===== config.mk =====
export PLATFORM = sky130hd
export DESIGN_NAME = inverse_lyndon_grouped_factorizer
export DESIGN_NICKNAME = d
export VERILOG_FILES = /design/src/sv/ilgf_pkg.sv /design/src/sv/ilgf_ram.sv /design/src/sv/ilgf_cmp.sv /design/src/sv/inverse_lyndon_grouped_factorizer.sv
export SDC_FILE = /design/constraint.sdc
export NUM_CORES = 2
export LEC_CHECK = 0
export BUFFER_PORTS_ARGS = -buffer_cell sky130_fd_sc_hd__buf_2
export CORE_MARGIN = 10
export CORE_UTILIZATION = 30
export CTS_BUF_LIST = sky130_fd_sc_hd__clkbuf_4
export DETAILED_ROUTE_END_ITERATION = 16
export HOLD_SLACK_MARGIN = 0.12
export SYNTH_ARGS = -nofsm -noshare
export SYNTH_HDL_FRONTEND = slang
export SYNTH_SLANG_ARGS = --single-unit

===== constraint.sdc =====
create_clock -name clk -period 7.65 [get_ports clk]
set_input_delay 0.3825 -clock clk [delete_from_list [all_inputs] [get_ports clk]]
set_output_delay 0.3825 -clock clk [all_outputs]
set_load 0.005 [all_outputs]

===== src/sv/ilgf_pkg.sv =====
package ilgf_pkg;

  // Buffer capacity and the widths that follow from it
  localparam int MAX_LEN = 64;
  localparam int ADDR_W  = $clog2(MAX_LEN);
  localparam int CNT_W   = ADDR_W + 1;
  localparam int FAC_W   = ADDR_W + CNT_W;

  typedef logic [7:0] byte_t;

  // Result of the shared byte comparator
  typedef struct packed {
    logic gt;
    logic eq;
  } cmp_t;

endpackage


===== src/sv/ilgf_ram.sv =====
module ilgf_ram #(
  parameter int WIDTH = 8,
  parameter int DEPTH = 64
) (
  input  logic                     clk,
  input  logic                     we,
  input  logic [$clog2(DEPTH)-1:0] waddr,
  input  logic [WIDTH-1:0]         wdata,
  input  logic [$clog2(DEPTH)-1:0] raddr,
  output logic [WIDTH-1:0]         rdata
);

  logic [WIDTH-1:0] mem [DEPTH];

  // Write one entry, register the read data
  always_ff @(posedge clk) begin
    if (we) begin
      mem[waddr] <= wdata;
    end
    rdata <= mem[raddr];
  end

endmodule


===== src/sv/ilgf_cmp.sv =====
module ilgf_cmp
  import ilgf_pkg::*;
(
  input  byte_t a,
  input  byte_t b,
  output cmp_t  res
);

  // Compare two bytes as unsigned values
  assign res.gt = (a > b);
  assign res.eq = (a == b);

endmodule


===== src/sv/inverse_lyndon_grouped_factorizer.sv =====
// Inverse-order Lyndon factorizer with prefix grouping.
// Input: a request is taken at a rising edge with start high and busy low.
// Each request carries one byte of a string; in_end_of_text marks the last.
// Up to MAX_LEN bytes are buffered; later bytes are dropped and the string's
// results then carry out_overflowed.
// After the end-marked request busy rises and the block runs Duval's scan
// (continue while earlier byte >= later byte, restart on >) with one shared
// byte comparator fed by two copies of the text RAM. Each scan step reads
// the RAM, then compares; each factor found goes into the factor list.
// Grouping then merges factors that are prefixes of the group head; each
// factor is read from the factor list, and each byte is read and compared.
// A new byte can be loaded as soon as the last one is taken. Every
// comparison waits on a registered RAM read. In a strictly rising string
// each byte is a factor of its own.
// Results: one per merged group, shown on the out_ ports for exactly one
// cycle with out_strobe high; the receiver cannot stall them. The last group
// carries out_final_group, and busy falls in the same cycle it appears.
// Reset (rst_n low, synchronous) empties the buffer and clears the flag.
module inverse_lyndon_grouped_factorizer
  import ilgf_pkg::*;
(
  input  logic              clk,
  input  logic              rst_n,
  input  logic              start,
  output logic              busy,
  input  logic [7:0]        in_text_byte,
  input  logic              in_end_of_text,
  output logic              out_strobe,
  output logic [ADDR_W-1:0] out_group_start,
  output logic [CNT_W-1:0]  out_group_length,
  output logic              out_final_group,
  output logic              out_overflowed
);

  typedef enum logic [3:0] {
    ST_IDLE, ST_S_INIT, ST_S_CHK, ST_S_CMP, ST_F_EMIT,
    ST_G_RDI, ST_G_LDI, ST_G_RDJ, ST_G_LDJ, ST_P_RD, ST_P_CMP, ST_G_EMIT
  } state_t;

  localparam logic [CNT_W-1:0] MAX_CNT = CNT_W'(MAX_LEN);

  state_t state_r, state_nxt;
  logic [CNT_W-1:0] cnt_r, cnt_nxt, fc_r, fc_nxt;
  logic             ovf_r, ovf_nxt;
  logic [CNT_W-1:0] i_r, i_nxt, j_r, j_nxt, k_r, k_nxt;
  logic [CNT_W-1:0] gi_r, gi_nxt, gj_r, gj_nxt, t_r, t_nxt;
  logic [ADDR_W-1:0] si_r, si_nxt, sj_r, sj_nxt;
  logic [CNT_W-1:0] li_r, li_nxt, lj_r, lj_nxt, end_r, end_nxt;

  logic              ostb_r, ostb_nxt, ofin_r, ofin_nxt, oovf_r, oovf_nxt;
  logic [ADDR_W-1:0] ostart_r, ostart_nxt;
  logic [CNT_W-1:0]  olen_r, olen_nxt;

  logic              text_we;
  logic [ADDR_W-1:0] rda_addr, rdb_addr;
  byte_t             rda_data, rdb_data;
  logic              fac_we;
  logic [ADDR_W-1:0] fac_raddr;
  logic [FAC_W-1:0]  fac_wdata, fac_rdata;
  logic [ADDR_W-1:0] fac_rd_start;
  logic [CNT_W-1:0]  fac_rd_len, len_w;
  cmp_t              cmp;

  // Two copies of the text so that two bytes can be read per cycle
  ilgf_ram #(.WIDTH(8), .DEPTH(MAX_LEN)) u_text_a (
    .clk(clk), .we(text_we), .waddr(cnt_r[ADDR_W-1:0]), .wdata(in_text_byte),
    .raddr(rda_addr), .rdata(rda_data)
  );

  ilgf_ram #(.WIDTH(8), .DEPTH(MAX_LEN)) u_text_b (
    .clk(clk), .we(text_we), .waddr(cnt_r[ADDR_W-1:0]), .wdata(in_text_byte),
    .raddr(rdb_addr), .rdata(rdb_data)
  );

  // Factor list: start and length per entry
  ilgf_ram #(.WIDTH(FAC_W), .DEPTH(MAX_LEN)) u_factors (
    .clk(clk), .we(fac_we), .waddr(fc_r[ADDR_W-1:0]), .wdata(fac_wdata),
    .raddr(fac_raddr), .rdata(fac_rdata)
  );

  ilgf_cmp u_cmp (.a(rda_data), .b(rdb_data), .res(cmp));

  assign len_w        = j_r - k_r;
  assign fac_wdata    = {i_r[ADDR_W-1:0], len_w};
  assign fac_rd_start = fac_rdata[FAC_W-1:CNT_W];
  assign fac_rd_len   = fac_rdata[CNT_W-1:0];

  // Sequencer
  always_comb begin
    state_nxt  = state_r;
    cnt_nxt    = cnt_r;
    fc_nxt     = fc_r;
    ovf_nxt    = ovf_r;
    i_nxt      = i_r;
    j_nxt      = j_r;
    k_nxt      = k_r;
    gi_nxt     = gi_r;
    gj_nxt     = gj_r;
    t_nxt      = t_r;
    si_nxt     = si_r;
    sj_nxt     = sj_r;
    li_nxt     = li_r;
    lj_nxt     = lj_r;
    end_nxt    = end_r;
    ostb_nxt   = 1'b0;
    ofin_nxt   = ofin_r;
    oovf_nxt   = oovf_r;
    ostart_nxt = ostart_r;
    olen_nxt   = olen_r;
    text_we    = 1'b0;
    fac_we     = 1'b0;
    rda_addr   = '0;
    rdb_addr   = '0;
    fac_raddr  = '0;

    unique case (state_r)
      ST_IDLE: begin
        if (start) begin
          // Store the byte, or drop it and flag the overflow
          if (cnt_r < MAX_CNT) begin
            text_we = 1'b1;
            cnt_nxt = cnt_r + 1'b1;
          end else begin
            ovf_nxt = 1'b1;
          end
          if (in_end_of_text) begin
            i_nxt     = '0;
            fc_nxt    = '0;
            state_nxt = ST_S_INIT;
          end
        end
      end
      ST_S_INIT: begin
        if (i_r < cnt_r) begin
          j_nxt     = i_r + 1'b1;
          k_nxt     = i_r;
          state_nxt = ST_S_CHK;
        end else begin
          gi_nxt    = '0;
          state_nxt = ST_G_RDI;
        end
      end
      ST_S_CHK: begin
        if (j_r < cnt_r) begin
          rda_addr  = k_r[ADDR_W-1:0];
          rdb_addr  = j_r[ADDR_W-1:0];
          state_nxt = ST_S_CMP;
        end else begin
          state_nxt = ST_F_EMIT;
        end
      end
      ST_S_CMP: begin
        // Continue while text[k] >= text[j], restart k on >
        if (cmp.gt || cmp.eq) begin
          k_nxt     = cmp.gt ? i_r : k_r + 1'b1;
          j_nxt     = j_r + 1'b1;
          state_nxt = ST_S_CHK;
        end else begin
          state_nxt = ST_F_EMIT;
        end
      end
      ST_F_EMIT: begin
        // Record one factor of length j-k per cycle
        if (i_r <= k_r && fc_r < MAX_CNT) begin
          fac_we = 1'b1;
          fc_nxt = fc_r + 1'b1;
          i_nxt  = i_r + len_w;
        end else begin
          state_nxt = ST_S_INIT;
        end
      end
      ST_G_RDI: begin
        fac_raddr = gi_r[ADDR_W-1:0];
        state_nxt = ST_G_LDI;
      end
      ST_G_LDI: begin
        si_nxt    = fac_rd_start;
        li_nxt    = fac_rd_len;
        end_nxt   = {1'b0, fac_rd_start} + fac_rd_len;
        gj_nxt    = gi_r + 1'b1;
        state_nxt = ST_G_RDJ;
      end
      ST_G_RDJ: begin
        if (gj_r < fc_r) begin
          fac_raddr = gj_r[ADDR_W-1:0];
          state_nxt = ST_G_LDJ;
        end else begin
          state_nxt = ST_G_EMIT;
        end
      end
      ST_G_LDJ: begin
        sj_nxt = fac_rd_start;
        lj_nxt = fac_rd_len;
        t_nxt  = '0;
        // A longer factor cannot be a prefix of the group head
        if (fac_rd_len > li_r) begin
          state_nxt = ST_G_EMIT;
        end else begin
          state_nxt = ST_P_RD;
        end
      end
      ST_P_RD: begin
        rda_addr  = si_r + t_r[ADDR_W-1:0];
        rdb_addr  = sj_r + t_r[ADDR_W-1:0];
        state_nxt = ST_P_CMP;
      end
      ST_P_CMP: begin
        if (!cmp.eq) begin
          state_nxt = ST_G_EMIT;
        end else if (t_r + 1'b1 == lj_r) begin
          // Whole factor matched: absorb it into the group
          end_nxt   = {1'b0, sj_r} + lj_r;
          gj_nxt    = gj_r + 1'b1;
          state_nxt = ST_G_RDJ;
        end else begin
          t_nxt     = t_r + 1'b1;
          state_nxt = ST_P_RD;
        end
      end
      ST_G_EMIT: begin
        ostb_nxt   = 1'b1;
        ostart_nxt = si_r;
        olen_nxt   = end_r - {1'b0, si_r};
        ofin_nxt   = (gj_r >= fc_r);
        oovf_nxt   = ovf_r;
        gi_nxt     = gj_r;
        if (gj_r >= fc_r) begin
          // Last group: empty the buffer for the next string
          cnt_nxt   = '0;
          fc_nxt    = '0;
          ovf_nxt   = 1'b0;
          state_nxt = ST_IDLE;
        end else begin
          state_nxt = ST_G_RDI;
        end
      end
      default: state_nxt = ST_IDLE;
    endcase
  end

  // Hold state, pointers and registered outputs
  always_ff @(posedge clk) begin
    if (!rst_n) begin
      state_r <= ST_IDLE;
      cnt_r   <= '0;
      fc_r    <= '0;
      ovf_r   <= 1'b0;
      i_r     <= '0;
      j_r     <= '0;
      k_r     <= '0;
      ostb_r  <= 1'b0;
    end else begin
      state_r <= state_nxt;
      cnt_r   <= cnt_nxt;
      fc_r    <= fc_nxt;
      ovf_r   <= ovf_nxt;
      i_r     <= i_nxt;
      j_r     <= j_nxt;
      k_r     <= k_nxt;
      ostb_r  <= ostb_nxt;
    end
    gi_r     <= gi_nxt;
    gj_r     <= gj_nxt;
    t_r      <= t_nxt;
    si_r     <= si_nxt;
    sj_r     <= sj_nxt;
    li_r     <= li_nxt;
    lj_r     <= lj_nxt;
    end_r    <= end_nxt;
    ofin_r   <= ofin_nxt;
    oovf_r   <= oovf_nxt;
    ostart_r <= ostart_nxt;
    olen_r   <= olen_nxt;
  end

  assign busy             = (state_r != ST_IDLE);
  assign out_strobe       = ostb_r;
  assign out_group_start  = ostart_r;
  assign out_group_length = olen_r;
  assign out_final_group  = ofin_r;
  assign out_overflowed   = oovf_r;

`ifndef NO_ASSERTIONS
  a_len_nonzero: assert property (@(posedge clk) disable iff (!rst_n)
    out_strobe |-> out_group_length != '0)
    else $error("empty group emitted");

  a_group_fits: assert property (@(posedge clk) disable iff (!rst_n)
    out_strobe |-> ({1'b0, out_group_start} + out_group_length) <= MAX_CNT)
    else $error("group runs past the buffer");

  a_more_groups_busy: assert property (@(posedge clk) disable iff (!rst_n)
    (out_strobe && !out_final_group) |-> busy)
    else $error("block went idle before the last group");

  a_final_idle: assert property (@(posedge clk) disable iff (!rst_n)
    (out_strobe && out_final_group) |-> !busy)
    else $error("block still busy after the last group");
`endif

endmodule


==> impl_results.md <==
- Hold/Removal Path Class: in2reg
- Clock Path Buffers: 4
- Post-route ant nets: 0
- First-pass GRT wire length: 284.2 mm
- CTS tree: yes
- Syn Inst Count: 4985
- Synth warn: 0
- Vias in the first global route: 42792
- Total number of vias: 43910
- Grt ovf: 0
- Ratio of final minimum period to clock period: 0.6654
- Maxcap violations: 0
- Reg clk slew, reported paths: 0.08 ns
- Worst Tran Pin Value: 1.381 ns
- Register area share after synthesis: 0.6783
- Die Wd: 484.1 um
- First-iteration detailed-routing DRC count: 5278
- DRT Pass-1 Iters: 6
- Area growth from synthesis to layout: 13.24%
- Syn nets: 5091
- Slew Viols, Final: 0
- Boundary Pins: 29
- Clock Sink Count: 1483
- Most common cell after layout, fill and taps aside: edfxtp_1
- Ranking of synthesized cells by area: edfxtp_1 (66%), mux2i_1 (8.1%), nand2_1 (5.2%)
- Wire length per cell: 23.31 um
- Post-synthesis cell type count: 67
- Rel. slew slack: 0.07613
- Seq cells post-synth: 1483
- Crit start category: flop
- Clock Latency Late Sink: 1.35 ns
- R2R cell count: 14
- Synthesized area: 64620 sq um
- Post-layout nets: 5338
- Setup Crit Path Kind: reg2reg
- Peak supply drop: 186.9 uV
- Setup_tns: 0 ns
- Final Core Density: 0.3413
- # port buffers: 28
- Worst EP required: 8.88 ns
- Vias per cell: 5.260
- Leak: 27.73 nW
- Outcome: complete, no violations
- Filler cells: 21151
- Worst setup startpoint: fc_r[2]$_SDFFE_PN0P_
- Fin crit period: 5.091 ns
- Top FF cell, synth: edfxtp_1
- Die Span Y: 484.1 um
- Gr usage total: 0.1581
- Post-DP HPWL: 112.3 mm
- Clock root buffer master: clkbuf_4
- Core area: 214400 sq um
- Routed WL: 194.6 mm
- FP Rows: 170
- Layout cells sized above 1: 0.1486
- Pin count of the biggest net entering global routing: 129
- Routability Congestion: 0.8516
- Post-synth EDFFs: 1413
- Antenna violations before repair: 5
- Worst Path Max Fanout: 76
- Synth area leader: edfxtp_1
- Post-CTS resize count: 0
- Final Hold Vio Count: 0
- CP Capture Type: flop
- Initial Utilization: 0.3014
- RSZ-0062 raised after global routing: no
- Top-area cell type share of the netlist area: 0.6566
- CTS H-tree depth: 5
- Most frequent cells in the layout: edfxtp_1 (1413), nand2_1 (897), clkbuf_4 (546)
- Critical Path AT: 6.32 ns
- Final setup viols: 0
- R2R Path Start: fc_r[2]$_SDFFE_PN0P_
- R2R Path End: u_factors.rdata[5]$_DFF_P_
- Die area: 234400 sq um
- R2R Setup Slk: 2.56 ns
- Pwr Density: 244.0 nW/um^2
- Ys async rst share: 0
- Clk_skew: 0.1452 ns
- Worst Setup EP: u_factors.rdata[5]$_DFF_P_
- Fmax: 0.1964 GHz
- Num CTS Buffers: 380
- Remaining DRCs: 0
- Post-synthesis area per instance: 12.96 sq um
routing by layer:
layer,up-vias,part of all wire,GRT usage
met4,4,0.033,0.05984
met2,2230,0.47,0.2516
met5,-,0.00015,0
met3,419,0.090,0.03207
met1,21706,0.41,0.2124
li1,19551,-,-
cells in the mapped netlist, drive strengths merged (5+ instances only):
cell type	n
dfxtp	70
ha	87
edfxtp	1413
o21a	10
and2	11
buf	125
nand3	408
a21o	41
a32oi	62
xor2	22
a21oi	101
o2111ai	6
inv	85
nor2b	21
a22oi	9
mux2i	525
and3	13
and4	15
nand2b	10
o21ai	87
o31ai	9
nor3	14
o21bai	6
o22ai	234
fa	7
a31oi	88
nor4	22
nor2	217
or3	8
clkbuf	171
a32o	5
xnor2	34
nand2	898
nand4	109
where the power goes:
group	total [mW]	switching, mW	internal [mW]
sequential	9.46	0.143	9.32
combinational	1.69	1.23	0.466
clock	6.70	3.27	3.43
total	17.9	4.64	13.2
cell type report:
class | count | area [sq um] | share of cell area
clock inverters | 107 | 549.3 | 0.007506
inverters | 87 | 326.6 | 0.004463
multi-input cells | 3119 | 19520 | 0.2668
flip-flops and latches | 1483 | 43840 | 0.5991
clock buffers | 546 | 4099 | 0.05602
well taps | 2838 | 3551 | 0.04853
diodes | 7 | 17.52 | 0.0002394
repair buffers | 161 | 1271 | 0.01737
sequential cells by signal (all words and copies together) (netlist names), 8 cells and up:
name             flops
u_text_a.rdata       8
u_factors.mem      832
u_text_b.mem       272
u_text_b.rdata       8
u_text_a.mem       240
u_factors.rdata     13
timing repair:
action,in CTS,in global routing
buffers inserted,0,0
setup endpoints to repair,0,0
hold buffers,12,0
endpoints found under the hold margin,553,0
critical path, stage by stage (launching register included):
cell and delay [ns]:
dfxtp_1 0.43, inv_1 0.16, ha_1 0.36, nand3b_1 0.12, a21oi_1 0.22, nor4b_2 0.08
buf_4 0.19, a22oi_2 0.82, buf_4 0.40, buf_12 0.38, mux2i_1 0.42, o22ai_1 0.12
o21ai_0 0.23, nand4_1 0.50, a21o_1 0.35
cell families after synthesis:
group                      synth area share
adders and majority gates           0.01901
muxes                               0.08202
buffers and inverters               0.02502
and+or+nand+nor                      0.1195
AOI/OAI and AO/OA                   0.06854
DFF                                  0.6783
xor gates and xnor gates           0.007590
how the worst min path moves through the flow:
stage,from,to,cells after the start,slack [ns]
final,rst_n,fc_r[5]$_SDFFE_PN0P_,3,0.24
after global routing,rst_n,fc_r[5]$_SDFFE_PN0P_,3,0.18
after CTS,rst_n,fc_r[5]$_SDFFE_PN0P_,3,0.15
after detailed placement,cnt_r[6]$_SDFFE_PN0P_,ovf_r$_SDFFE_PN0P_,2,0.50
after global placement,cnt_r[6]$_SDFFE_PN0P_,ovf_r$_SDFFE_PN0P_,2,0.49
after floorplan,ovf_r$_SDFFE_PN0P_,out_overflowed$_DFFE_PP_,0,0.41
metrics by stage:
step	worst slack (ns)	power, mW	cell area (sq um)	hold slack, ns	cells
after floorplan	3.236	10.58	64620	0.4088	4985
after global placement	2.749	11.28	68390	0.4921	7676
after detailed placement	2.665	11.31	68390	0.4950	7676
after CTS	2.657	17.98	73160	0.1492	8341
after global routing	2.286	18.56	73180	0.1757	8348
final	2.559	17.86	73180	0.2392	8348
Note: power is estimated with default switching activity, not from simulation.
